### src/rtl/nzef_pkg.sv
// ----------------------------------------------------------------------------
// nzef_pkg
// Shared types, widths and register codes of the nonzero extent finder.
// ----------------------------------------------------------------------------
package nzef_pkg;

    // Offset counter width; offsets, starts and lengths wrap at this size.
    localparam int ADDR_BITS  = 40;
    // Width of the extent fields and of the configuration registers.
    localparam int FIELD_BITS = 40;
    localparam int BYTE_BITS  = 8;
    localparam int REG_IDX_BITS = 1;

    typedef logic [ADDR_BITS-1:0]    addr_t;
    typedef logic [FIELD_BITS-1:0]   field_t;
    typedef logic [BYTE_BITS-1:0]    byte_t;
    typedef logic [REG_IDX_BITS-1:0] reg_idx_t;

    // Register indexes of the configuration port.
    localparam reg_idx_t REG_HEADER_BYTES = 1'b0;
    localparam reg_idx_t REG_CHUNK_BYTES  = 1'b1;

    localparam field_t HEADER_BYTES_RESET = FIELD_BITS'(64'd115343360);
    localparam field_t CHUNK_BYTES_RESET  = FIELD_BITS'(64'd34603008);

    // Result of one step of the extent tracker.
    typedef struct packed {
        logic   produce;
        field_t extent_start;
        field_t extent_length;
        logic   extent_valid;
        logic   end_of_image;
        logic   size_overflow;
    } nzef_result_t;

    // Map an offset-width value onto a field: truncate or zero-extend.
    function automatic field_t addr_to_field(input addr_t a);
        logic [63:0] wide;
        wide = 64'(a);
        return wide[FIELD_BITS-1:0];
    endfunction

endpackage

### src/rtl/nzef_if.sv
// ----------------------------------------------------------------------------
// nzef interfaces
// Image byte channel, extent result channel and configuration write channel.
// ----------------------------------------------------------------------------
interface nzef_in_if;
    import nzef_pkg::*;

    logic  valid;
    logic  ready;
    byte_t data_byte;
    logic  last_byte;

    modport source (output valid, output data_byte, output last_byte, input ready);
    modport sink   (input valid, input data_byte, input last_byte, output ready);
endinterface

interface nzef_out_if;
    import nzef_pkg::*;

    logic   valid;
    logic   ready;
    field_t extent_start;
    field_t extent_length;
    logic   extent_valid;
    logic   end_of_image;
    logic   size_overflow;

    modport source (output valid, output extent_start, output extent_length,
                    output extent_valid, output end_of_image, output size_overflow,
                    input ready);
    modport sink   (input valid, input extent_start, input extent_length,
                    input extent_valid, input end_of_image, input size_overflow,
                    output ready);
endinterface

interface nzef_cfg_if;
    import nzef_pkg::*;

    logic     valid;
    logic     ready;
    reg_idx_t reg_index;
    field_t   write_data;

    modport source (output valid, output reg_index, output write_data, input ready);
    modport sink   (input valid, input reg_index, input write_data, output ready);
endinterface

### src/rtl/nzef_tracker.sv
// ----------------------------------------------------------------------------
// nzef_tracker
// Extent tracking state and the per-byte update of offset, chunk and run.
// ----------------------------------------------------------------------------
module nzef_tracker (
    input  logic                  clk,
    input  logic                  rst_n,
    input  logic                  step,
    input  nzef_pkg::byte_t       data_byte,
    input  logic                  last_byte,
    input  nzef_pkg::field_t      header_limit,
    input  nzef_pkg::field_t      chunk_limit,
    output nzef_pkg::nzef_result_t result
);
    import nzef_pkg::*;

    addr_t  byte_offset_reg, byte_offset_next;
    field_t chunk_count_reg, chunk_count_next;
    logic   chunk_has_data_reg, chunk_has_data_next;
    logic   run_open_reg, run_open_next;
    addr_t  run_start_reg, run_start_next;
    addr_t  run_length_reg, run_length_next;
    logic   overflow_seen_reg, overflow_seen_next;

    addr_t  offset_inc;
    field_t count_inc;
    logic   in_header;
    logic   has_data;
    logic   chunk_end;
    logic   emit;
    addr_t  emit_start;
    addr_t  emit_length;

    always_comb
    begin
        offset_inc = byte_offset_reg + 1'b1;
        count_inc  = chunk_count_reg + 1'b1;
        in_header  = !overflow_seen_reg && (64'(byte_offset_reg) < 64'(header_limit));
        has_data   = chunk_has_data_reg || (data_byte != '0);
        chunk_end  = (count_inc >= chunk_limit) || last_byte;

        byte_offset_next    = offset_inc;
        overflow_seen_next  = overflow_seen_reg || (offset_inc == '0);
        chunk_count_next    = chunk_count_reg;
        chunk_has_data_next = chunk_has_data_reg;
        run_open_next       = run_open_reg;
        run_start_next      = run_start_reg;
        run_length_next     = run_length_reg;
        emit                = 1'b0;
        emit_start          = '0;
        emit_length         = '0;

        if (in_header)
        begin
            run_length_next = run_length_reg + 1'b1;
        end
        else if (chunk_end)
        begin
            // Close the chunk: extend or open the run, or report the open run.
            chunk_count_next    = '0;
            chunk_has_data_next = 1'b0;
            if (has_data)
            begin
                if (run_open_reg)
                begin
                    run_length_next = run_length_reg + ADDR_BITS'(count_inc);
                end
                else
                begin
                    run_start_next  = offset_inc - ADDR_BITS'(count_inc);
                    run_length_next = ADDR_BITS'(count_inc);
                    run_open_next   = 1'b1;
                end
            end
            else if (run_open_reg)
            begin
                emit          = 1'b1;
                emit_start    = run_start_reg;
                emit_length   = run_length_reg;
                run_open_next = 1'b0;
            end
        end
        else
        begin
            chunk_count_next    = count_inc;
            chunk_has_data_next = has_data;
        end

        if (last_byte && run_open_next && !emit)
        begin
            emit        = 1'b1;
            emit_start  = run_start_next;
            emit_length = run_length_next;
        end

        result.produce       = emit || last_byte;
        result.extent_start  = addr_to_field(emit_start);
        result.extent_length = addr_to_field(emit_length);
        result.extent_valid  = emit;
        result.end_of_image  = last_byte;
        result.size_overflow = overflow_seen_next;

        // Return to the start-of-image state after the final byte.
        if (last_byte)
        begin
            byte_offset_next    = '0;
            chunk_count_next    = '0;
            chunk_has_data_next = 1'b0;
            run_open_next       = 1'b1;
            run_start_next      = '0;
            run_length_next     = '0;
            overflow_seen_next  = 1'b0;
        end
    end

    always_ff @(posedge clk or negedge rst_n)
    begin
        if (!rst_n)
        begin
            byte_offset_reg    <= '0;
            chunk_count_reg    <= '0;
            chunk_has_data_reg <= 1'b0;
            run_open_reg       <= 1'b1;
            run_start_reg      <= '0;
            run_length_reg     <= '0;
            overflow_seen_reg  <= 1'b0;
        end
        else if (step)
        begin
            byte_offset_reg    <= byte_offset_next;
            chunk_count_reg    <= chunk_count_next;
            chunk_has_data_reg <= chunk_has_data_next;
            run_open_reg       <= run_open_next;
            run_start_reg      <= run_start_next;
            run_length_reg     <= run_length_next;
            overflow_seen_reg  <= overflow_seen_next;
        end
    end

endmodule

### src/rtl/nzef_top.sv
// ----------------------------------------------------------------------------
// nonzero_extent_finder_top
// Finds the extents of an image that hold nonzero data, one byte per item.
// ----------------------------------------------------------------------------
// The block takes an image one byte per item on the image channel, with
// last_byte set on the final byte, and reports extents on the extent channel.
// The first header_bytes bytes always form an extent at offset 0; the rest is
// tested in chunks of chunk_bytes, touching nonzero chunks are merged, and an
// all-zero chunk closes the open extent and reports it. The final byte always
// gives a result with end_of_image set (extent_valid clear for a bare end
// mark). Throughput is one item per cycle: each byte needs only three
// increments, one 40-bit add, one 40-bit subtract and a few compares, done
// in a single step between the input register and the result register. An
// accepted item passes the input register and then the result register on
// its way to being offered. The image channel stalls only while a result
// waits in the output register and the extent channel is not ready.
// Registers are written through the cfg channel, which is always ready; a
// value of zero in either register acts as one. Write them only between
// images.
// ----------------------------------------------------------------------------
module nonzero_extent_finder_top (
    input  logic       clk,
    input  logic       rst_n,
    nzef_in_if.sink    image,
    nzef_out_if.source extent,
    nzef_cfg_if.sink   cfg
);
    import nzef_pkg::*;

    // Configuration, held already clamped to at least one.
    field_t header_limit_reg;
    field_t chunk_limit_reg;
    field_t cfg_value;

    // Input register.
    logic   in_valid_reg;
    byte_t  in_byte_reg;
    logic   in_last_reg;

    // Result register.
    logic         out_valid_reg;
    nzef_result_t out_reg;

    nzef_result_t step_result;
    logic         advance;

    // Advance the held byte whenever the result slot is free or being drained.
    assign advance     = in_valid_reg && (!out_valid_reg || extent.ready);
    assign image.ready = !in_valid_reg || advance;
    assign cfg.ready   = 1'b1;
    assign cfg_value   = (cfg.write_data == '0) ? FIELD_BITS'(1) : cfg.write_data;

    always_ff @(posedge clk or negedge rst_n)
    begin
        if (!rst_n)
        begin
            header_limit_reg <= HEADER_BYTES_RESET;
            chunk_limit_reg  <= CHUNK_BYTES_RESET;
        end
        else if (cfg.valid)
        begin
            unique case (cfg.reg_index)
                REG_HEADER_BYTES: header_limit_reg <= cfg_value;
                REG_CHUNK_BYTES:  chunk_limit_reg  <= cfg_value;
                default:          ;
            endcase
        end
    end

    // Hold the byte until the tracker consumes it.
    always_ff @(posedge clk or negedge rst_n)
    begin
        if (!rst_n)
        begin
            in_valid_reg <= 1'b0;
        end
        else if (image.ready)
        begin
            in_valid_reg <= image.valid;
        end
    end

    always_ff @(posedge clk)
    begin
        if (image.valid && image.ready)
        begin
            in_byte_reg <= image.data_byte;
            in_last_reg <= image.last_byte;
        end
    end

    nzef_tracker u_tracker (
        .clk          (clk),
        .rst_n        (rst_n),
        .step         (advance),
        .data_byte    (in_byte_reg),
        .last_byte    (in_last_reg),
        .header_limit (header_limit_reg),
        .chunk_limit  (chunk_limit_reg),
        .result       (step_result)
    );

    // Load a new result on advance; drop the offered one once taken.
    always_ff @(posedge clk or negedge rst_n)
    begin
        if (!rst_n)
        begin
            out_valid_reg <= 1'b0;
        end
        else if (advance)
        begin
            out_valid_reg <= step_result.produce;
        end
        else if (extent.ready)
        begin
            out_valid_reg <= 1'b0;
        end
    end

    always_ff @(posedge clk)
    begin
        if (advance && step_result.produce)
        begin
            out_reg <= step_result;
        end
    end

    assign extent.valid         = out_valid_reg;
    assign extent.extent_start  = out_reg.extent_start;
    assign extent.extent_length = out_reg.extent_length;
    assign extent.extent_valid  = out_reg.extent_valid;
    assign extent.end_of_image  = out_reg.end_of_image;
    assign extent.size_overflow = out_reg.size_overflow;

endmodule

### src/flat_wrapper.sv
// flat-port wrapper written by rule: the top's interface ports become plain ports
module nonzero_extent_finder_top_flat import nzef_pkg::*;
  (clk, rst_n, image_valid, image_data_byte, image_last_byte, image_ready, extent_valid, extent_extent_start, extent_extent_length, extent_extent_valid, extent_end_of_image, extent_size_overflow, extent_ready, cfg_valid, cfg_reg_index, cfg_write_data, cfg_ready);
  nzef_in_if image_i ();
  nzef_out_if extent_i ();
  nzef_cfg_if cfg_i ();
  input  logic clk;
  input  logic rst_n;
  input wire logic [$bits(image_i.valid)-1:0] image_valid;
  input wire logic [$bits(image_i.data_byte)-1:0] image_data_byte;
  input wire logic [$bits(image_i.last_byte)-1:0] image_last_byte;
  output wire logic [$bits(image_i.ready)-1:0] image_ready;
  output wire logic [$bits(extent_i.valid)-1:0] extent_valid;
  output wire logic [$bits(extent_i.extent_start)-1:0] extent_extent_start;
  output wire logic [$bits(extent_i.extent_length)-1:0] extent_extent_length;
  output wire logic [$bits(extent_i.extent_valid)-1:0] extent_extent_valid;
  output wire logic [$bits(extent_i.end_of_image)-1:0] extent_end_of_image;
  output wire logic [$bits(extent_i.size_overflow)-1:0] extent_size_overflow;
  input wire logic [$bits(extent_i.ready)-1:0] extent_ready;
  input wire logic [$bits(cfg_i.valid)-1:0] cfg_valid;
  input wire logic [$bits(cfg_i.reg_index)-1:0] cfg_reg_index;
  input wire logic [$bits(cfg_i.write_data)-1:0] cfg_write_data;
  output wire logic [$bits(cfg_i.ready)-1:0] cfg_ready;
  assign image_i.valid = image_valid;
  assign image_i.data_byte = image_data_byte;
  assign image_i.last_byte = image_last_byte;
  assign image_ready = image_i.ready;
  assign extent_valid = extent_i.valid;
  assign extent_extent_start = extent_i.extent_start;
  assign extent_extent_length = extent_i.extent_length;
  assign extent_extent_valid = extent_i.extent_valid;
  assign extent_end_of_image = extent_i.end_of_image;
  assign extent_size_overflow = extent_i.size_overflow;
  assign extent_i.ready = extent_ready;
  assign cfg_i.valid = cfg_valid;
  assign cfg_i.reg_index = cfg_reg_index;
  assign cfg_i.write_data = cfg_write_data;
  assign cfg_ready = cfg_i.ready;
  nonzero_extent_finder_top u_core (.clk(clk), .rst_n(rst_n), .image(image_i), .extent(extent_i), .cfg(cfg_i));
endmodule
### config.mk
export PLATFORM = sky130hd
export DESIGN_NAME = nonzero_extent_finder_top_flat
export DESIGN_NICKNAME = d
export VERILOG_FILES = /design/src/rtl/nzef_pkg.sv /design/src/rtl/nzef_if.sv /design/src/rtl/nzef_tracker.sv /design/src/rtl/nzef_top.sv /design/src/flat_wrapper.sv
export SDC_FILE = /design/constraint.sdc
export NUM_CORES = 1
export LEC_CHECK = 0
export ABC_CLOCK_PERIOD_IN_PS = 21400
export BUFFER_PORTS_ARGS = -buffer_cell sky130_fd_sc_hd__buf_2
export CAP_MARGIN = 20
export CORE_MARGIN = 3
export CORE_UTILIZATION = 30
export CTS_BUF_LIST = sky130_fd_sc_hd__clkbuf_8
export DETAILED_ROUTE_END_ITERATION = 6
export PLACE_DENSITY_LB_ADDON = 0.15
export SYNTH_ARGS = -nofsm -noshare
export SYNTH_HDL_FRONTEND = slang
export SYNTH_SLANG_ARGS = --single-unit
### constraint.sdc
create_clock -name clk -period 21.4 [get_ports clk]
set_input_delay 6.42 -clock clk [delete_from_list [all_inputs] [get_ports clk]]
set_output_delay 6.42 -clock clk [all_outputs]
set_load 0.005 [all_outputs]
==> results.yml, run 1 <==
status:
  status: "complete, no violations"
grt:
  antenna_found_initial: 1
  track_usage_pct: 20.1
  grt_pass1_vias: 19200
  grt_pass1_wl_um: 121000
  overflow: 0
  grt_start_max_net_pins: 79
final_layout:
  num-fill-cells: 7746
  syn2layout_area_growth_pct: 13.2
  layout.nets: 2832
  layout-drive-gt1-share_pct: 15.4
setup_path:
  r2r-start: "u_core.u_tracker.chunk_count_reg[0]"
  critPathMaxFanout: 4
  crit_type: "in -> out"
  crit_path_start_kind: "input pin"
  end_kind: "primary output"
  cp.arrival_ns: 7.17
  setup.worst_path.start: "extent_ready"
  cp.required_ns: 14.98
yosys:
  synth_area_mm2: 0.0230
  syn_inst: 2502
  ys_ff_latch: 337
  async_flop_share_pct: 72.7
  synth_area_leaders: "dfrtp_1 (26%), edfxtp_1 (12%), ha_1 (8.3%)"
  ys_seq_area_share_pct: 38.8
  syn-num-nets: 2712
  yosys.cell_types.count: 100
  synth_ff_type: "dfrtp_1"
  synth_enable_flop_cells: 92
  yosysTopAreaCell: "dfrtp_1"
  synth_common_cells: "nand2_1 (279), dfrtp_1 (237), o21ai_0 (192)"
  yosys_warnings: 0
  netlist.area_leader.share_pct: 25.8
  postSynthAreaPerCell_um2: 9.17
  yosysMostFrequentCell: "nand2_1"
sta:
  rsz0062_at_grt: "no"
  fin_hold_ws_ns: 0.490
  slew_violations: 0
  hold_viol_final: 0
  finalSetupTns_ns: 0
  final-setup-viol-count: 0
  relSlewSlack_pct: 22.1
  worstMarginPinSlew_ns: 1.17
  max_freq_mhz: 73.6
  fin_crit_sh_pct: 63.5
  fin_skew_ns: 0.0347
  fin_crit_ns: 13.59
floorplanning:
  initial_utilization_pct: 30.6
  die_w_um: 283
  die_h_um: 283
  dieArea_mm2: 0.0799
  core-area_mm2: 0.0751
  num_rows: 100
  io_pins: 141
clocking:
  cts_tree: "built"
  clock-root-buffer: "clkbuf_8"
  worstSkewPairLatency_ns: 0.65
  clockBufferDepth: 3
  cts_sinks: 337
  cts_resized: 0
  hold_buffers: 0
  cts_setup_buffers: 0
  clkTransAtPathRegs_ns: 0.05
  htree_levels: 3
  cts_buffers: 68
detailed_routing:
  wl_per_cell_um: 22.1
  drt_pass1_iterations: 6
  via_per_inst: 5.40
  drtIter0Drc: 1419
  antenna_left: 0
  vias: 19700
  drc: 0
  postRouteWirelength_um: 80700
hold_path:
  hold_start: "u_core.u_tracker.chunk_has_data_reg"
  hold_class: "reg -> reg"
place:
  port_buffers: 139
  gp_congestion: 0.871
  dp_hpwl_um: 61300
power_and_ir_drop:
  finalPower_mw: 2.15
  p_leak_nw: 11.8
  ir_drop_v: 0.0000434
  p_per_area_mw_per_mm2: 82.9
job:
  drv_cap: 0
==> metal layers <==
metal / vias to the layer above / share of wire (%) / global-route usage (%) / routed length, µm
met5: - / 0 / 0 / 0
li1: 9382 / - / - / -
met1: 9639 / 49 / 29.3 / 39400
met4: 0 / 2.6 / 6.20 / 2060
met3: 111 / 5.0 / 2.56 / 4050
met2: 551 / 44 / 30.9 / 35200
==> cells in the final DEF (no fill, tap or decap), types with 19 or more instances in the layout <==
cell	synthesis	layout
a211oi_1	24	23
a21o_1	60	60
a21oi_1	134	133
a22o_1	71	71
a31oi_1	19	19
and3_1	40	40
buf_2	13	138
buf_4	2	31
clkbuf_8	2	79
dfrtp_1	237	237
edfxtp_1	92	92
ha_1	153	153
inv_1	161	179
mux2_2	78	78
nand2_1	279	278
nand2b_1	24	23
nand3_1	64	63
nand4_1	42	42
nor2_1	140	137
nor3_1	46	46
nor4_1	25	25
o21ai_0	192	190
o31ai_1	46	46
xnor2_1	82	82
xor2_1	71	71
==> kinds of logic (layout without fill, tap and decap cells) <==
group                    count (synthesis)  in the layout  synth area share (%)
AND/OR/NAND/NOR                        750            750                  15.8
AO/OA/AOI/OAI                          730            730                  21.4
flip-flops                             337            337                  38.8
buffers and inverters                  284            455                  5.09
adder cells (fa/ha/maj)                158            158                  8.65
XOR/XNOR                               154            154                  5.94
multiplexers                            88             88                  4.26
other                                    1              3                0.0163
==> area by class of cell <==
type                    instances  area (µm²)  share of cell area, %
inverters                     162         608                   2.34
clock inverters                42         241                  0.930
diodes                          2        5.00                 0.0193
flip-flops and latches        337        8900                   34.3
repair buffers                172         977                   3.76
well taps                     969        1210                   4.67
multi-input cells            1881       12900                   49.8
clock buffers                  79        1090                   4.19
==> critical path, stage by stage <==
cell and delay [ns]:
buf_2 0.09, nand2b_1 0.20, or2_2 0.32, buf_2 0.13
==> power by group <==
part | total, mW | internal (mW) | switching, mW
clock network | 0.663 | 0.360 | 0.303
logic | 0.717 | 0.244 | 0.473
registers | 0.773 | 0.725 | 0.0475
total | 2.15 | 1.33 | 0.823
==> path summary, 6_finish.rpt <==
| kind | cells after the start | slack (ns) | endpoint |
|---|---|---|---|
| max in group asynchronous | 2 | 14.29 | u_core.u_tracker.run_length_reg[15] |
| hold reg to reg | 2 | 0.49 | u_core.u_tracker.chunk_has_data_reg |
| setup / recovery | 4 | 7.81 | image_ready |
| hold / removal | 2 | 0.49 | u_core.u_tracker.chunk_has_data_reg |
| min in group asynchronous | 1 | 5.74 | u_core.chunk_limit_reg[30] |
| setup reg to reg | 24 | 13.31 | u_core.extent.extent_length[10] |
==> stage by stage <==
| stage | worst slack (ns) | std cells | cell area, µm² | util (%) |
|---|---|---|---|---|
| after floorplan | 8.10 | 2502 | 23000 | - |
| after global placement | 7.80 | 3519 | 24600 | 32.8 |
| after detailed placement | 7.81 | 3519 | 24600 | 32.8 |
| after CTS | 7.81 | 3640 | 25900 | 34.5 |
| after global routing | 7.78 | 3644 | 26000 | 34.6 |
| final | 7.81 | 3644 | 26000 | 34.6 |
Note: power is estimated with default switching activity, not from simulation.
==> inputs of run 2 (changes only) <==
ABC_CLOCK_PERIOD_IN_PS = 11600   (was 21400)
clock period = 11.6 ns   (was 21.4 ns; I/O delays follow)
==> results.yml, run 2 (synthesis gave the netlist of run 1 again) <==
status:
  status: "complete, no violations"
power_and_ir_drop:
  switching_share_pct: 39.0
  clkPwrFrac_pct: 31.1
  p_per_area_mw_per_mm2: 156
  p_int_mw: 2.47
  combPwrFrac_pct: 33.6
  p_leak_nw: 11.8
  p_seq_share_pct: 35.2
  ir_drop_v: 0.0000745
  power.switching_mw: 1.58
grt:
  grt_start_max_net_pins: 103
  grt_pass1_wl_um: 124000
  met2_usage_pct: 31.7
  grt_pass1_vias: 19200
  busiest_layer: "met2"
  grtUsageMet3_pct: 2.61
  track_usage_pct: 20.6
  antenna_found_initial: 2
  met1_usage_pct: 30.1
  overflow: 0
floorplanning:
  num_rows: 100
  die_h_um: 283
  initial_utilization_pct: 30.6
  die_w_um: 283
  core-area_mm2: 0.0751
  dieArea_mm2: 0.0799
  io_pins: 141
place:
  dp_hpwl_um: 62700
  dp_slack_ns: 3.88
  gp_congestion: 0.895
  port_buffers: 139
  dp.cells: 3518
clocking:
  clock-root-buffer: "clkbuf_8"
  cts_tree: "built"
  clockBufferDepth: 3
  cts_resized: 0
  cts_setup_buffers: 0
  hold_buffers: 0
  clkTransAtPathRegs_ns: 0.05
  cts_sinks: 337
  worstSkewPairLatency_ns: 0.66
  htree_levels: 3
  cts_buffers: 69
sta:
  rsz0062_at_grt: "no"
  max_freq_mhz: 130
  finalSetupTns_ns: 0
  fin_crit_sh_pct: 66.6
  fin_crit_ns: 7.72
  final-setup-viol-count: 0
  fin_skew_ns: 0.0468
  hold_viol_final: 0
  worstMarginPinSlew_ns: 1.06
  slew_violations: 0
  relSlewSlack_pct: 29.0
  worst_slack_ns: 3.88
setup_path:
  crit_type: "in -> out"
  cp.arrival_ns: 4.24
  r2r-start: "u_core.u_tracker.chunk_count_reg[0]"
  crit_path_start_kind: "input pin"
  critPathMaxFanout: 4
  setup.worst_path.start: "extent_ready"
  cp.required_ns: 8.12
  ff2ff_path_depth: 22
  r2r-end: "u_core.extent.extent_start[11]"
  end_kind: "primary output"
  reg2reg_slack_ns: 4.26
detailed_routing:
  drtIter0Drc: 1378
  drt_pass1_iterations: 6
  drc: 0
  postRouteWirelength_um: 82400
  wl_per_cell_um: 22.6
  via_per_inst: 5.40
  antenna_left: 0
  vias: 19700
job:
  drv_cap: 0
final_layout:
  final_cell_mix: "nand2_1 (278), dfrtp_1 (237), o21ai_0 (190)"
  layout.cells.non_filler: 3644
  layout.nets: 2830
  layout-drive-gt1-share_pct: 15.5
  final_common_cell: "nand2_1"
  syn2layout_area_growth_pct: 13.2
  num-fill-cells: 7727
hold_path:
  hold_class: "reg -> reg"
  hold_depth: 2
  holdPathEnd: "u_core.header_limit_reg[0]"
  hold_start: "u_core.header_limit_reg[0]"
[run 2: power groups by stage]
stage | registers [mW] | clock network, mW | logic, mW
2_1_floorplan | 1.42 | 0 | 0.789
3_3_place_gp | 1.44 | 0 | 1.37
3_5_place_dp | 1.45 | 0 | 1.38
4_1_cts | 1.43 | 1.31 | 1.38
5_1_grt | 1.44 | 1.37 | 1.47
6_report | 1.43 | 1.26 | 1.36
[run 2: worst max-delay path by stage]
stage,to,cells past startpoint,slack (ns)
2_1_floorplan,u_core.extent.end_of_image,21,3.19
3_3_place_gp,image_ready,4,3.90
3_5_place_dp,image_ready,4,3.88
4_1_cts,image_ready,4,3.88
5_1_grt,u_core.extent.extent_start[11],22,3.52
6_report,image_ready,4,3.88
[run 2: through the flow]
| stage | util, % | area (µm²) | hold WS [ns] | total power [mW] |
|---|---|---|---|---|
| after global placement | 32.8 | 24600 | 0.465 | 2.81 |
| after floorplan | - | 23000 | 0.450 | 2.21 |
| after CTS | 34.6 | 26000 | 0.484 | 4.13 |
| final | 34.6 | 26000 | 0.490 | 4.05 |
| after detailed placement | 32.8 | 24600 | 0.472 | 2.83 |
| after global routing | 34.6 | 26000 | 0.517 | 4.28 |
[run 2: area by class of cell]
class                      instances  area (µm²)  share of cell area [%]
clock buffer                      81        1110                    4.29
sequential                       337        8900                    34.3
multi-input combinational       1881       12900                    49.8
tap                              969        1210                    4.67
timing repair buffer             169         935                    3.60
inverter                         162         608                    2.34
antenna                            1        2.50                 0.00963
clock inverter                    44         264                    1.02
[run 2: worst max-delay path, stage by stage]
cell,delay [ns]
buf_2,0.10
nand2b_1,0.20
or2_2,0.33
buf_2,0.13
[run 2: layer usage]
layer	vias up	wire length (µm)
met2	573	36300
met3	88	4670
li1	9385	-
met4	2	1770
met1	9643	39700
met5	-	12
